[src/sv/first_occurrence_string_matcher_defines.svh]
// Assertion macros for the first-occurrence string matcher.
// Included by the RTL files that carry concurrent checks; expects clk and rst in scope.
`ifndef FIRST_OCCURRENCE_STRING_MATCHER_DEFINES_SVH
`define FIRST_OCCURRENCE_STRING_MATCHER_DEFINES_SVH

// Same-cycle implication, checked outside reset
`define FOSM_ASSERT_IMP(lbl, ante, cons) \
  lbl: assert property (@(posedge clk) disable iff (rst) (ante) |-> (cons)) \
    else $error("fosm check failed");

// Next-cycle implication, checked outside reset
`define FOSM_ASSERT_NXT(lbl, ante, cons) \
  lbl: assert property (@(posedge clk) disable iff (rst) (ante) |=> (cons)) \
    else $error("fosm check failed");

`endif

[src/sv/fosm_pkg.sv]
// Shared types and constants for the first-occurrence string matcher.
// No dependencies; used by fosm_cell and first_occurrence_string_matcher.
package fosm_pkg;

  localparam int PATTERN_MAX_DEF = 32;
  localparam int POSITION_BITS   = 20;
  localparam int BYTE_BITS       = 8;

  // Opcodes of an input item
  localparam logic OP_PATTERN = 1'b0;
  localparam logic OP_TEXT    = 1'b1;

  // Result status codes
  localparam logic [1:0] STATUS_FOUND    = 2'd0;
  localparam logic [1:0] STATUS_NONE     = 2'd1;
  localparam logic [1:0] STATUS_OVERFLOW = 2'd2;

  typedef struct packed {
    logic                 opcode;
    logic [BYTE_BITS-1:0] data_byte;
    logic                 is_last;
  } cmd_item_t;

  typedef struct packed {
    logic [1:0]               status;
    logic [POSITION_BITS-1:0] match_position;
  } res_item_t;

  // Per-cell control from the sequencer
  typedef struct packed {
    logic wr;     // load pattern byte into this cell
    logic shift;  // advance partial match with current text byte
    logic clr;    // drop partial match
  } cell_ctl_t;

endpackage

[src/sv/fosm_cell.sv]
// One position of the shift-and comparator chain: holds a pattern byte and
// its partial-match bit. Depends on fosm_pkg.
module fosm_cell (
  input  logic                          clk,
  input  logic                          rst,
  input  fosm_pkg::cell_ctl_t           ctl,
  input  logic [fosm_pkg::BYTE_BITS-1:0] data_byte,
  input  logic                          pm_in,
  output logic                          pm_out,
  output logic                          hit
);

  logic [fosm_pkg::BYTE_BITS-1:0] pat_byte;
  logic                           pm;
  logic                           pm_next;

  // Extend the neighbor's partial match when this byte agrees
  assign hit = pm_in & (pat_byte == data_byte);

  always_comb begin
    pm_next = pm;
    if (ctl.clr) begin
      pm_next = 1'b0;
    end else if (ctl.shift) begin
      pm_next = hit;
    end
  end

  always_ff @(posedge clk) begin
    if (rst) begin
      pm <= 1'b0;
    end else begin
      pm <= pm_next;
    end
  end

  // Hold the pattern byte once loaded
  always_ff @(posedge clk) begin
    if (ctl.wr) begin
      pat_byte <= data_byte;
    end
  end

  assign pm_out = pm;

endmodule

[src/sv/first_occurrence_string_matcher.sv]
// First-occurrence string matcher: top level with sequencer and cell chain.
// Depends on fosm_pkg, fosm_cell and first_occurrence_string_matcher_defines.svh.
//
// Load a pattern one byte per item (opcode pattern, is_last closes it), then
// stream text bytes (opcode text). Every text byte is compared against all
// pattern positions at once by a row of PATTERN_MAX cells, each passing its
// partial-match bit to the next, so one item is taken every clock cycle with no
// bubbles unless stalled. The result of an item appears in the output register
// on the cycle after it is accepted; the input stalls only while that register
// holds an item the receiver is stalling. At most one result per search: found
// with the start index, none at the last text byte, or overflow when the pattern
// exceeded PATTERN_MAX bytes. Text bytes sent while a pattern is open are dropped.
`include "first_occurrence_string_matcher_defines.svh"

module first_occurrence_string_matcher #(
  parameter int PATTERN_MAX = fosm_pkg::PATTERN_MAX_DEF
) (
  input  logic                clk,
  input  logic                rst,
  input  logic                cmd_valid,
  output logic                cmd_stall,
  input  fosm_pkg::cmd_item_t cmd,
  output logic                res_valid,
  input  logic                res_stall,
  output fosm_pkg::res_item_t res
);

  localparam int LEN_W = $clog2(PATTERN_MAX + 1);
  localparam int POS_W = fosm_pkg::POSITION_BITS;

  // Sequencer state
  logic [LEN_W-1:0] len;
  logic             closed;
  logic             ovf;
  logic [POS_W-1:0] pos;
  logic             done;

  logic             acc;
  logic             is_load;
  logic             is_text;
  logic [LEN_W-1:0] eff_len;
  logic             has_room;
  logic             ovf_new;
  logic             search_live;
  logic             shift;
  logic             clear;
  logic             found;
  logic [POS_W-1:0] found_pos;
  logic             emit;
  fosm_pkg::res_item_t res_new;

  logic [PATTERN_MAX-1:0] hit;
  logic [PATTERN_MAX-1:0] pm;
  logic [PATTERN_MAX-1:0] tail;

  // Handshake: stall only while a held result is itself stalled
  assign cmd_stall = res_valid & res_stall;
  assign acc       = cmd_valid & ~cmd_stall;
  assign is_load   = acc & (cmd.opcode == fosm_pkg::OP_PATTERN);
  assign is_text   = acc & (cmd.opcode == fosm_pkg::OP_TEXT) & closed;

  // Pattern loading
  assign eff_len  = closed ? '0 : len;
  assign has_room = eff_len < LEN_W'(PATTERN_MAX);
  assign ovf_new  = (closed ? 1'b0 : ovf) | ~has_room;

  // Search control
  assign search_live = is_text & ~ovf & ~done;
  assign shift       = search_live & (len != '0);
  assign clear       = (is_load | is_text) & cmd.is_last;

  // Cell chain
  for (genvar k = 0; k < PATTERN_MAX; k++) begin : g_cell
    fosm_pkg::cell_ctl_t ctl;
    logic                pm_in;

    assign ctl.wr    = is_load & has_room & (eff_len == LEN_W'(k));
    assign ctl.shift = shift;
    assign ctl.clr   = clear;
    assign tail[k]   = (len == LEN_W'(k + 1));

    if (k == 0) begin : g_head
      assign pm_in = 1'b1;
    end else begin : g_body
      assign pm_in = pm[k-1];
    end

    fosm_cell u_cell (
      .clk       (clk),
      .rst       (rst),
      .ctl       (ctl),
      .data_byte (cmd.data_byte),
      .pm_in     (pm_in),
      .pm_out    (pm[k]),
      .hit       (hit[k])
    );
  end

  // Full match when the cell at the pattern's end hits; empty pattern matches at once
  assign found     = (shift & (|(hit & tail))) | (search_live & (len == '0));
  assign found_pos = (len == '0) ? pos : (pos + POS_W'(1) - POS_W'(len));

  // Result selection
  always_comb begin
    emit    = 1'b0;
    res_new = '0;
    if (is_load & cmd.is_last & ovf_new) begin
      emit           = 1'b1;
      res_new.status = fosm_pkg::STATUS_OVERFLOW;
    end else if (is_text & ovf & cmd.is_last) begin
      emit           = 1'b1;
      res_new.status = fosm_pkg::STATUS_OVERFLOW;
    end else if (found) begin
      emit                   = 1'b1;
      res_new.status         = fosm_pkg::STATUS_FOUND;
      res_new.match_position = found_pos;
    end else if (is_text & ~ovf & ~done & cmd.is_last) begin
      emit           = 1'b1;
      res_new.status = fosm_pkg::STATUS_NONE;
    end
  end

  // Hold sequencer state
  always_ff @(posedge clk) begin
    if (rst) begin
      len    <= '0;
      closed <= 1'b1;
      ovf    <= 1'b0;
      pos    <= '0;
      done   <= 1'b0;
    end else begin
      if (is_load) begin
        len    <= has_room ? eff_len + LEN_W'(1) : eff_len;
        ovf    <= ovf_new;
        closed <= cmd.is_last;
      end
      if (clear) begin
        pos  <= '0;
        done <= 1'b0;
      end else if (is_text & ~ovf) begin
        pos <= pos + POS_W'(1);
        if (found) begin
          done <= 1'b1;
        end
      end
    end
  end

  // Output register
  always_ff @(posedge clk) begin
    if (rst) begin
      res_valid <= 1'b0;
    end else if (emit) begin
      res_valid <= 1'b1;
    end else if (!res_stall) begin
      res_valid <= 1'b0;
    end
  end

  always_ff @(posedge clk) begin
    if (emit) begin
      res <= res_new;
    end
  end

  `FOSM_ASSERT_NXT(a_emit_shows, emit, res_valid)
  `FOSM_ASSERT_IMP(a_len_bound, 1'b1, len <= LEN_W'(PATTERN_MAX))
  `FOSM_ASSERT_IMP(a_ovf_full, ovf, len == LEN_W'(PATTERN_MAX))
  `FOSM_ASSERT_IMP(a_done_quiet, done & ~clear, ~found)

endmodule
[config.mk]
export PLATFORM = sky130hd
export DESIGN_NAME = first_occurrence_string_matcher
export DESIGN_NICKNAME = d
export VERILOG_FILES = /design/src/sv/fosm_pkg.sv /design/src/sv/fosm_cell.sv /design/src/sv/first_occurrence_string_matcher.sv
export VERILOG_INCLUDE_DIRS = /design/src /design/src/sv
export SDC_FILE = /design/constraint.sdc
export NUM_CORES = 1
export LEC_CHECK = 0
export BUFFER_PORTS_ARGS = -buffer_cell sky130_fd_sc_hd__buf_4
export CAP_MARGIN = 30
export CORE_UTILIZATION = 57
export DETAILED_ROUTE_END_ITERATION = 7
export GPL_TIMING_DRIVEN = 0
export PLACE_DENSITY = 0.78
export SETUP_SLACK_MARGIN = 0.15
export SYNTH_ARGS = -nofsm -noshare
export SYNTH_HDL_FRONTEND = slang
export SYNTH_SLANG_ARGS = --single-unit
[constraint.sdc]
create_clock -name clk -period 4.21 [get_ports clk]
set_input_delay 0 -clock clk [delete_from_list [all_inputs] [get_ports clk]]
set_output_delay 0 -clock clk [all_outputs]
set_load 0.03 [all_outputs]
# After elaboration in Yosys (flattened, before gate mapping)
# Index checks and enable logic that the tools add are counted.
# classes
multipliers	0
n_mux	12
n_eq_ne	96
add_sub_neg	3
div_mod_pow	0
magnitude_cmp	1
shift	0
bitwise	90
n_reduce_logical	9
# ops
operator	count
equality test 8 bit	32
equality test 6 x 5 -> 1 bit, second input constant	32
equality test 6 x 4 -> 1 bit, second input constant	16
bitwise AND 1 bit	80
equality test 6 x 3 -> 1 bit, second input constant	8
bitwise AND 32 bit	1
OR reduction 32 bit	1
equality test 6 x 2 -> 1 bit, second input constant	4
adder 20 x 1 -> 20 bit, second input constant	1
two-way mux 20 bit	1
subtractor 20 x 6 -> 20 bit	1
equality test 6 x 1 -> 1 bit, second input constant	2
logical NOT 6 bit	2
two-way mux 6 bit	2
two-way mux 1 bit	8
adder 6 x 1 -> 6 bit, second input constant	1
equality test 6 bit, second input constant	1
less-than comparator 6 bit, second input constant	1
inverter 1 bit	6
nonzero test 6 bit	1
OR reduction 3 bit	2
OR reduction 2 bit	2
OR 1 bit	3
two-way mux 2 bit	1
other kinds (2)	2
# word_totals
mem_bits_rw	0
latch_bits	0
elab_cells	283
mem_count	0
regBits	339
rom_bits	0

# Depth between registers and ports, before layout
# Gate-level depths: netlist (run 1).
# depth
depth_word	14
ltp_mapped	12

# Hierarchy
# A second synthesis (run 1) with hierarchy kept.
# hier_totals
hier_cells	1268
hier_area_um2	16174.3
# by_module_without_submodules
mod	area_each_um2	n_inst	seq_area_each_um2	cells_each
fosm_cell	376.6	32	260.2	24
first_occurrence_string_matcher	4122.7	1	1261.2	500

# Least setup slack after synthesis (run 1)
# No wires, ideal clock.
# synth_timing
kind	register -> register
startpoint	register len[3]
endpoint	register res[0] in the netlist's numbering, enable pin
setup_ns	0.408
required_ns	3.802
period_less_slack_ns	3.488
path_slack_ns	0.722
arrival_time_ns	3.080
stages_incl_launch_ff	10
path_cell_list	dfxtp_1 > clkbuf_1 > nor2b_1 > nand3_1 > or4b_2 > o22ai_1 > nor3_1 > o211ai_1 > nor2_1 > a21oi_1
# synth_via
elab_chain_cells	8
elab_cells_between_ends	48
cone_classes	1 x order compare; 32 x eq/ne; 4 x mux; 8 x bitwise; 3 x reduce/logical
# synth_lines
element	line	source
start, declared	first_occurrence_string_matcher.sv:32	logic [LEN_W-1:0] len;
start signal, assigned	first_occurrence_string_matcher.sv:133	len <= has_room ? eff_len + LEN_W'(1) : eff_len;
equality test 6 x 1 -> 1 bit, or another cell as far along	first_occurrence_string_matcher.sv:80	assign tail[k] = (len == LEN_W'(k + 1));
bitwise AND 32 bit	first_occurrence_string_matcher.sv:100	assign found = (shift & (|(hit & tail))) | (search_live & (len == '0));
OR reduction 32 bit	first_occurrence_string_matcher.sv:100	
bitwise AND 1 bit	first_occurrence_string_matcher.sv:100	
OR 1 bit	first_occurrence_string_matcher.sv:100	
two-way mux 1 bit	first_occurrence_string_matcher.sv:113	end else if (found) begin
two-way mux 1 bit	first_occurrence_string_matcher.sv:110	end else if (is_text & ovf & cmd.is_last) begin
two-way mux 1 bit *	first_occurrence_string_matcher.sv:107	if (is_load & cmd.is_last & ovf_new) begin
net emit	first_occurrence_string_matcher.sv:49	logic emit;
end signal, assigned	first_occurrence_string_matcher.sv:162	res <= res_new;
end, declared	first_occurrence_string_matcher.sv:25	output fosm_pkg::res_item_t res
# Mark *: on every way through the listed nets, which the timed path passes. The rest lies on a longest branch.
# A chain may end at the register's enable or synchronous reset.

# Final worst setup path (run 1)
# layout_timing
startpoint	input port cmd[2] in the netlist's numbering
endpoint	register res_valid
# layout_via
elab_chain_cells	10
elab_cells_between_ends	72
cone_classes	33 x eq/ne; 4 x mux; 34 x bitwise; 1 x reduce/logical
# layout_lines
element	line	source
start, declared	first_occurrence_string_matcher.sv:22	input fosm_pkg::cmd_item_t cmd,
equality test 8 bit	fosm_cell.sv:18	assign hit = pm_in & (pat_byte == data_byte);
bitwise AND 1 bit	fosm_cell.sv:18	
bitwise AND 32 bit *	first_occurrence_string_matcher.sv:100	
OR reduction 32 bit *	first_occurrence_string_matcher.sv:100	
bitwise AND 1 bit *	first_occurrence_string_matcher.sv:100	
OR 1 bit *	first_occurrence_string_matcher.sv:100	
two-way mux 1 bit *	first_occurrence_string_matcher.sv:113	
two-way mux 1 bit *	first_occurrence_string_matcher.sv:110	
two-way mux 1 bit *	first_occurrence_string_matcher.sv:107	
!= test 2 x 1 -> 1 bit (no source line) / two-way mux 1 bit (equally long branches)	--	
end signal, assigned	first_occurrence_string_matcher.sv:152	res_valid <= 1'b0;
end signal, assigned	first_occurrence_string_matcher.sv:154	res_valid <= 1'b1;
end signal, assigned	first_occurrence_string_matcher.sv:156	res_valid <= 1'b0;
end, declared	first_occurrence_string_matcher.sv:23	output logic res_valid,
# Every way passes the cells marked *; elsewhere a longest branch is shown, timed or not.

==> impl_metrics.json, run 1 <==
{
  "fin_crit_ps": 3900,
  "port_buffers": 36,
  "crit_fanout": 33,
  "cp-start-kind": "input port",
  "whs_ps": 37.1,
  "syn2layout_area_growth_pct": 14.1,
  "drc": 0,
  "max_cap_violations": 0,
  "p_per_area_mw_per_mm2": 404,
  "ir_worst_vdd_mv": 0.368,
  "layout.nets": 1445,
  "period_share_pct": 92.6,
  "fin_area_mm2": 0.0181,
  "hold_depth": 5,
  "initial_core_util_pct": 58.5,
  "synth_area_leader_cell": "edfxtp_1",
  "antenna_found_initial": 1,
  "vias": 10900,
  "syn-cell-area_mm2": 0.0159,
  "io_pins": 38,
  "stdcell_count": 1818,
  "async_flop_share_pct": 0,
  "post_drt_wl_per_cell_um": 23.0,
  "worstPathCellList": "dlygate4sd3_1 > buf_4 > buf_2 > buf_2 > xnor2_1 > nand3_1 > nor4_1 > a32oi_1 > o2111ai_1 > or4_1 > nor2_1 > a311oi_1 > dlygate4sd3_1",
  "yosys.cell_count.top_type": "edfxtp_1",
  "synth_top_area_share_pct": 52.6,
  "outcome": "finished, final reports clean",
  "synthCells": 1321,
  "dr.pass1.iters": 5,
  "max_freq_ghz": 0.256,
  "reg2regPathDepth": 10,
  "insertion_delay_ps": 530,
  "layout-drive-gt1-share_pct": 11.9,
  "arrival_ps": 4360,
  "gp_congestion": 0.971,
  "finalHoldViolCount": 0,
  "skew_ps": 20.8,
  "maxSlewHeadroom_pct": 24.2,
  "cts_max_level": 2,
  "wirelength_um": 41900,
  "placed_cells": 1735,
  "fp.dieW_um": 169,
  "first_global_vias": 10700,
  "drt_iter0_drc": 1108,
  "fin_util_pct": 66.8,
  "rsz0062_at_grt": "no",
  "diodes": 0,
  "critPathSlowestCell": "nor4_1",
  "synth_cell_types": 69,
  "cts_made_buffers": 36,
  "synth-seq-cells": 339,
  "clockBufferDepth": 3,
  "fillCellCount": 1970,
  "cts_root_buffer": "clkbuf_16",
  "grt_usage_pct": 30.2,
  "regArea_mm2": 0.00957,
  "cts_tree": "done",
  "syn_nets": 1347,
  "overflow": 0,
  "avgSynthCellArea_um2": 12.0,
  "maxSlewViolCount": 0,
  "synth-edff-count": 278,
  "slowest_delay_ps": 870,
  "die_h_um": 169,
  "dieArea_mm2": 0.0285,
  "setup_viol": 0,
  "cp.required_ps": 4670,
  "yosysSeqAreaShare_pct": 60.3,
  "synthFlopType": "edfxtp_1",
  "crit_type": "input port to flop",
  "path_clk_slew_ps": 60,
  "ys_warn_count": 0,
  "multiInputGateArea_mm2": 0.00587,
  "grt_pass1_wl_um": 63400,
  "grt_max_degree": 34,
  "rows": 60,
  "worst_pin_slew_ps": 1130,
  "post_drt_via_cell_ratio": 6.00,
  "leakagePower_nw": 5.66,
  "endpoint_kind": "flop",
  "synthTopCellsByArea": "edfxtp_1 53%, xnor2_1 12%, dfxtp_1 7.7%",
  "hp-class": "input port to flop",
  "numClockSinks": 339,
  "synthTopCellsByCount": "278 x edfxtp_1, 220 x xnor2_1, 106 x nor2_1, 87 x nand2_1, 80 x xor2_1",
  "dp_hpwl_um": 27400,
  "placed_cell_area_mm2": 0.0167,
  "antenna_left": 0,
  "core_area_mm2": 0.0271
}
==> path summary, 6_finish.rpt <==
path	startpoint	end	slack, ps
min	cmd[9]	pos[0]	40
max	cmd[2]	res_valid	310
max reg2reg	len[3]	res_valid	400
min reg2reg	g_cell[23].u_cell.pm_out	g_cell[23].u_cell.pm_out	460
==> worst max-delay path, delay by kind of cell <==
kind                      cells  cell delay, ps
buffers and inverters         5            2160
and+or+nand+nor               4            1340
AOI/OAI and AO/OA             3             660
xor gates and xnor gates      1             170
==> logic make-up after synthesis <==
kind of cell             count (synthesis)  synth area share [%]
AND/OR/NAND/NOR                        454                  14.5
XOR/XNOR                               300                  16.6
adder cells (fa/ha/maj)                 12                 0.994
AO/OA/AOI/OAI                          119                  4.57
flip-flops                             339                  60.3
multiplexers                             3                 0.189
buffers and inverters                   94                  2.89
==> layout make-up <==
cell class	count	area share, %
plain buffers	79	2.34
multi-input cells	888	32.4
flip-flops and latches	339	52.9
repair buffers	60	2.94
clock inverters	12	0.809
well taps	372	2.57
inverters	15	0.311
clock buffers	53	5.77
==> state kept, by name, summed over array words and instances, names as in the netlist <==
register,count
g_cell.u_cell.pat_byte,256
g_cell.u_cell.pm_out,31
res,22
pos,20
len,6
closed,1
done,1
ovf,1
res_valid,1
==> stage by stage <==
step | TNS [ps] | power [mW] | setup WS (ps)
6_report | 0 | 7.32 | 310
5_1_grt | 0 | 7.50 | 191
4_1_cts | 0 | 7.32 | 169
3_5_place_dp | -270 | 4.19 | -16.8
3_3_place_gp | -23280 | 4.18 | -1060
2_1_floorplan | 0 | 4.01 | 722
==> per-layer routing <==
metal	up-vias	GRT usage [%]	part of all wire (%)
li1	4924	-	-
met2	552	49.6	47
met3	88	4.37	8.4
met1	5353	41.4	41
met4	0	10.6	3.3
met5	-	0	0
==> what timing repair did <==
| item | in CTS | in global routing |
|---|---|---|
| gates cloned | 0 | 0 |
| buffers inserted | 0 | 1 |
| endpoints found under the setup margin | 2 | 25 |
| hold buffers | 17 | 0 |
| resized for setup | 2 | 16 |
| endpoints found under the hold margin | 243 | 0 |
| pin swaps | 0 | 1 |
==> power by group <==
part	total (mW)	leakage, nW	internal, mW	switching, mW
sequential	3.65	3.00	3.64	0.00905
combinational	0.500	2.08	0.168	0.332
clock	3.17	0.586	1.91	1.26
total	7.32	5.66	5.72	1.60
==> placed cells by master (no fill, tap or decap), types with 8 or more instances in the layout <==
cell / count
nor4_1: 35
or4_1: 8
dfxtp_1: 61
nand4_1: 42
xnor2_1: 220
a21oi_1: 58
buf_4: 43
clkbuf_8: 8
ha_1: 11
and2_1: 17
clkbuf_1: 32
o21ai_0: 15
inv_1: 15
nand3_1: 70
dlygate4sd3_1: 14
xor2_1: 80
nand2_1: 87
nor3_1: 42
nor2_1: 106
edfxtp_1: 278
buf_2: 33
clkbuf_16: 36
No activity file was read; power rests on OpenSTA's default activity.
==> inputs of run 2 (changes only) <==
--- a/config.mk
+++ b/config.mk
@@ -15,4 +15,5 @@
 export SETUP_SLACK_MARGIN = 0.15
 export SYNTH_ARGS = -nofsm -noshare
 export SYNTH_HDL_FRONTEND = slang
+export SYNTH_HIERARCHICAL = 1
 export SYNTH_SLANG_ARGS = --single-unit
==> run 2 against run 1 <==
Area after synthesis up 1.7%. Hold slack worse by 19 ps. Clock power up 3%. Synthesized cell count down 4.3%. Power up 0.58%. Sequential share of layout area down 0.47 points. Global-route usage down 7.3 points. Flip-flop and latch count unchanged. Die area up 1.7%. First-iteration DRC count down 16%.
==> impl_metrics.json, run 2 <==
{
  "final_cell_mix": "278 x edfxtp_1, 276 x xnor2_1, 92 x nor2_1, 73 x nand2_1, 61 x dfxtp_1",
  "switching_share_pct": 21.0,
  "first_global_vias": 9843,
  "max_freq_ghz": 0.281,
  "stdcell_count": 1752,
  "io_pins": 38,
  "cts_root_buffer": "clkbuf_16",
  "fin_crit_ps": 3560,
  "hp-class": "input port to flop",
  "dr.pass1.iters": 5,
  "max_cap_violations": 0,
  "numClockSinks": 339,
  "vias": 10100,
  "synthCells": 1264,
  "leakagePower_nw": 5.61,
  "ctsResizeCount": 0,
  "pwr-share-clk_pct": 44.3,
  "layout-drive-gt1-share_pct": 12.9,
  "placed_cells": 1682,
  "antenna_found_initial": 0,
  "insertion_delay_ps": 520,
  "placed_cell_area_mm2": 0.0170,
  "grt_max_degree": 65,
  "cp-start-kind": "flop",
  "arrival_ps": 3800,
  "outcome": "finished, final reports clean",
  "post_drt_via_cell_ratio": 5.74,
  "p_per_area_mw_per_mm2": 403,
  "setup_viol": 0,
  "maxSlewHeadroom_pct": 34.8,
  "grt_usage_pct": 23.0,
  "final_common_cell": "edfxtp_1",
  "grt_pass1_wl_um": 51800,
  "holdBufCountCts": 4,
  "period_share_pct": 84.5,
  "post_drt_wl_per_cell_um": 18.2,
  "crit_fanout": 10,
  "finalHoldViolCount": 0,
  "antenna_left": 0,
  "clockBufferDepth": 3,
  "rows": 61,
  "fillCellCount": 2038,
  "dieArea_mm2": 0.0290,
  "diodes": 0,
  "drt_iter0_drc": 934,
  "rsz0062_at_grt": "no",
  "top_register": "g_cell.u_cell/pat_byte",
  "fp.dieW_um": 170,
  "cts_setup_buffers": 0,
  "endpoint_kind": "flop",
  "gp_congestion": 0.910,
  "internal-power_mw": 5.81,
  "fin_area_mm2": 0.0183,
  "overflow": 0,
  "syn-cell-area_mm2": 0.0161,
  "drc": 0,
  "largest_reg_flops": 256,
  "dp_hpwl_um": 19000,
  "p_comb_share_pct": 6.0,
  "path_clk_slew_ps": 60,
  "syn_nets": 1290,
  "cp.required_ps": 4460,
  "crit_type": "flop to flop",
  "syn2layout_area_growth_pct": 13.2,
  "worst_pin_slew_ps": 970,
  "p_switching_mw": 1.55,
  "cts_tree": "done",
  "ys_warn_count": 6,
  "wirelength_um": 31900,
  "avgSynthCellArea_um2": 12.8,
  "port_buffers": 37,
  "pwr-share-seq_pct": 49.6,
  "skew_ps": 16.2,
  "cts_max_level": 2,
  "layout.nets": 1372,
  "ir_worst_vdd_mv": 0.399,
  "core_area_mm2": 0.0278,
  "initial_core_util_pct": 58.1,
  "maxSlewViolCount": 0,
  "die_h_um": 170,
  "cts_made_buffers": 36
}
[run 2: area by class of cell]
cell class,instances,area (um^2),share of cell area (%)
Clock buffer,51,1030,5.63
Inverter,14,52.6,0.288
Buffer,35,250,1.37
Multi-Input combinational cell,876,6280,34.4
Timing Repair Buffer,44,393,2.15
Sequential cell,339,9570,52.4
Clock inverter,15,214,1.17
Tap cell,378,473,2.59
[run 2: path summary, 6_finish.rpt]
kind,from,depth (start not counted),slack [ps],end
hold reg to reg,done,2,500,done
setup reg to reg,pos[0],12,650,res[14]
hold / removal,cmd_valid,3,20,res[21]
setup / recovery,pos[0],12,650,res[14]
[run 2: stage by stage]
step           util (%)  TNS, ps  power, mW  hold slack [ps]  worst slack (ps)
2_1_floorplan         -        0       3.97             98.9               421
3_3_place_gp       60.8   -46080       4.14              259             -1080
3_5_place_dp       61.1        0       4.16              271               594
4_1_cts            65.7        0       7.42             4.67               722
5_1_grt            65.7        0       7.58             44.8               446
6_report           65.7        0       7.36             18.3               651
[run 2: worst max-delay path, cell delays in order (launching register included)]
cell and delay (ps):
dfxtp_1 490, ha_1 420, nand3_4 210, xnor2_1 230, ha_1 320, nand3_1 100, o211ai_1 140, a211oi_2 340
nand3_1 290, or3_1 390, a21oi_1 160, xnor2_1 140, nor2_1 50
[run 2: layer usage]
| metal | vias up | global-route usage, % | wire length, um |
|---|---|---|---|
| met4 | 0 | 7.05 | 809 |
| met2 | 255 | 39.7 | 15800 |
| met3 | 65 | 3.00 | 1580 |
| li1 | 4768 | - | - |
| met5 | - | 0 | 0 |
| met1 | 4977 | 30.1 | 13700 |
[run 2: power groups by stage]
stage                     combinational, mW  clock (mW)  sequential (mW)
after floorplan                       0.227           0             3.74
after global placement                0.420           0             3.72
after detailed placement              0.440           0             3.72
after CTS                             0.448        3.32             3.65
after global routing                  0.485        3.44             3.65
final                                 0.444        3.26             3.65
==> inputs of run 3 (changes only) <==
--- a/config.mk
+++ b/config.mk
@@ -11,7 +11,7 @@
 export CORE_UTILIZATION = 57
 export DETAILED_ROUTE_END_ITERATION = 7
 export GPL_TIMING_DRIVEN = 0
-export PLACE_DENSITY = 0.78
+export PLACE_DENSITY = 0.81
 export SETUP_SLACK_MARGIN = 0.15
 export SYNTH_ARGS = -nofsm -noshare
 export SYNTH_HDL_FRONTEND = slang
==> constraint.sdc (replaced) <==
create_clock -name clk -period 3 [get_ports clk]
set_input_delay 0 -clock clk [delete_from_list [all_inputs] [get_ports clk]]
set_output_delay 0 -clock clk [all_outputs]
set_load 0.03 [all_outputs]
==> run 3 against run 2 <==
Sequential share of layout area shrank 0.99 points. Clock skew grew 10 ps. Via count grew 2.9%. Hold slack gained 26 ps. Register-to-register slack lost 490 ps. Clock power grew 28%. Critical path type unchanged. Largest power group unchanged. Highest routed layer unchanged.
==> impl_metrics.json, run 3 (synthesis gave the netlist of run 2 again) <==
{
  "initial_core_util_pct": 58.1,
  "leakagePower_nw": 5.76,
  "drc": 0,
  "first_global_vias": 9824,
  "antenna_found_initial": 0,
  "cp-start-kind": "flop",
  "use_met2_pct": 38.7,
  "cts_tree": "done",
  "top_usage_layer": "met2",
  "crit_fanout": 5,
  "maxSlewHeadroom_pct": 31.3,
  "syn2layout_area_growth_pct": 15.5,
  "final_cell_mix": "278 x edfxtp_1, 273 x xnor2_1, 91 x nor2_1, 71 x nand2_1, 63 x buf_4",
  "overflow": 0,
  "arrival_ps": 3120,
  "post_drt_via_cell_ratio": 5.82,
  "cts_max_level": 2,
  "use_met3_pct": 3.77,
  "dieArea_mm2": 0.0290,
  "max_freq_ghz": 0.352,
  "rsz0062_at_grt": "yes",
  "slowest_delay_ps": 330,
  "worst_pin_slew_ps": 1020,
  "ir_worst_vdd_mv": 0.672,
  "core_area_mm2": 0.0278,
  "top_register": "g_cell.u_cell/pat_byte",
  "dr.pass1.iters": 5,
  "grt_usage_pct": 23.2,
  "grt_use_met1_pct": 30.4,
  "cp-startpoint": "pos[3]",
  "p_per_area_mw_per_mm2": 534,
  "die_h_um": 170,
  "final_common_cell": "edfxtp_1",
  "diodes": 0,
  "largest_reg_flops": 256,
  "layout-drive-gt1-share_pct": 17.1,
  "layout.nets": 1401,
  "io_pins": 38,
  "period_share_pct": 94.7,
  "crit_type": "flop to flop",
  "reg2reg_setup_slack_ps": 160,
  "antenna_left": 0,
  "vias": 10400,
  "fin_crit_ps": 2840,
  "clockBufferDepth": 3,
  "fin_util_pct": 67.1,
  "rows": 61,
  "holdCritStartpoint": "cmd_valid",
  "numClockSinks": 339,
  "outcome": "finished, final reports clean",
  "max_cap_violations": 0,
  "port_buffers": 37,
  "fin_area_mm2": 0.0186,
  "regArea_mm2": 0.00958,
  "cp.required_ps": 3280,
  "gp_congestion": 0.917,
  "dp_hpwl_um": 19100,
  "worstReg2RegStart": "pos[3]",
  "cts_made_buffers": 36,
  "fp.dieW_um": 170,
  "path_clk_slew_ps": 60,
  "hp-class": "input port to flop",
  "placed_cells": 1682,
  "worstPathCellList": "buf_6 > and4_4 > nand2_2 > xnor2_2 > ha_4 > nand3_1 > o211ai_1 > a211oi_2 > nand3_2 > buf_4 > o21ai_0 > a21oi_2 > xnor2_1 > nor2_1",
  "cts_root_buffer": "clkbuf_16",
  "skew_ps": 26.4,
  "endpoint_kind": "flop",
  "final.setup.tns_ps": 0,
  "stdcell_count": 1779,
  "insertion_delay_ps": 530,
  "maxSlewViolCount": 0,
  "grt_pass1_wl_um": 51900,
  "wirelength_um": 33400,
  "finalHoldViolCount": 0,
  "post_drt_wl_per_cell_um": 18.7,
  "grt_max_degree": 65,
  "drt_iter0_drc": 875,
  "setup_viol": 0,
  "placed_cell_area_mm2": 0.0170,
  "critPathSlowestCell": "dfxtp_2",
  "fillCellCount": 1980,
  "multiInputGateArea_mm2": 0.00650
}
run 3: path summary, 6_finish.rpt:
path / endpoint / cells after the start
max: res[14] / 14
min: res[21] / 3
max reg2reg: res[14] / 14
min reg2reg: done / 2
run 3: power breakdown:
group / switching (mW) / internal, mW / total, mW
Sequential: 0.0143 / 5.11 / 5.12
Clock: 1.77 / 2.39 / 4.16
Combinational: 0.422 / 0.236 / 0.657
Total: 2.21 / 7.73 / 9.94
run 3: cell type report:
type                       count  share of cell area [%]
inverter                      14                   0.322
buffer                        35                    1.42
timing repair inverter         1                  0.0403
clock buffer                  50                    5.44
multi-input combinational    876                    34.9
timing repair buffer          72                    3.42
tap                          378                    2.54
clock inverter                14                   0.530
sequential                   339                    51.4
run 3: what timing repair did:
item	4_1_cts	5_1_grt
pin swaps	8	24
setup endpoints to repair	92	69
hold endpoints to repair	4	0
resized for setup	12	47
setup buffers	9	19
hold buffers	4	0
cloned	1	0
run 3: critical path, delay by kind of cell (launching register included):
family                   cells  cell delay [ps]
AO/OA/AOI/OAI                4              730
XOR/XNOR                     2              320
adder cells (fa/ha/maj)      1              250
buffers and inverters        2              310
flip-flops                   1              330
AND/OR/NAND/NOR              5              640
run 3: per-layer routing:
metal,part of all wire (%),vias to the layer above
met1,42,5089
met5,0,-
met2,48,367
met3,6.2,81
met4,3.5,0
li1,-,4818
run 3: stage by stage:
step / power [mW] / hold WS, ps / setup WS, ps
CTS: 9.99 / 21.1 / 150
global route: 10.3 / 32.4 / 48.4
global placement: 5.81 / 261 / -772
floorplan: 5.57 / 98.9 / 179
finish: 9.94 / 44.6 / 158
detailed placement: 5.84 / 265 / -610
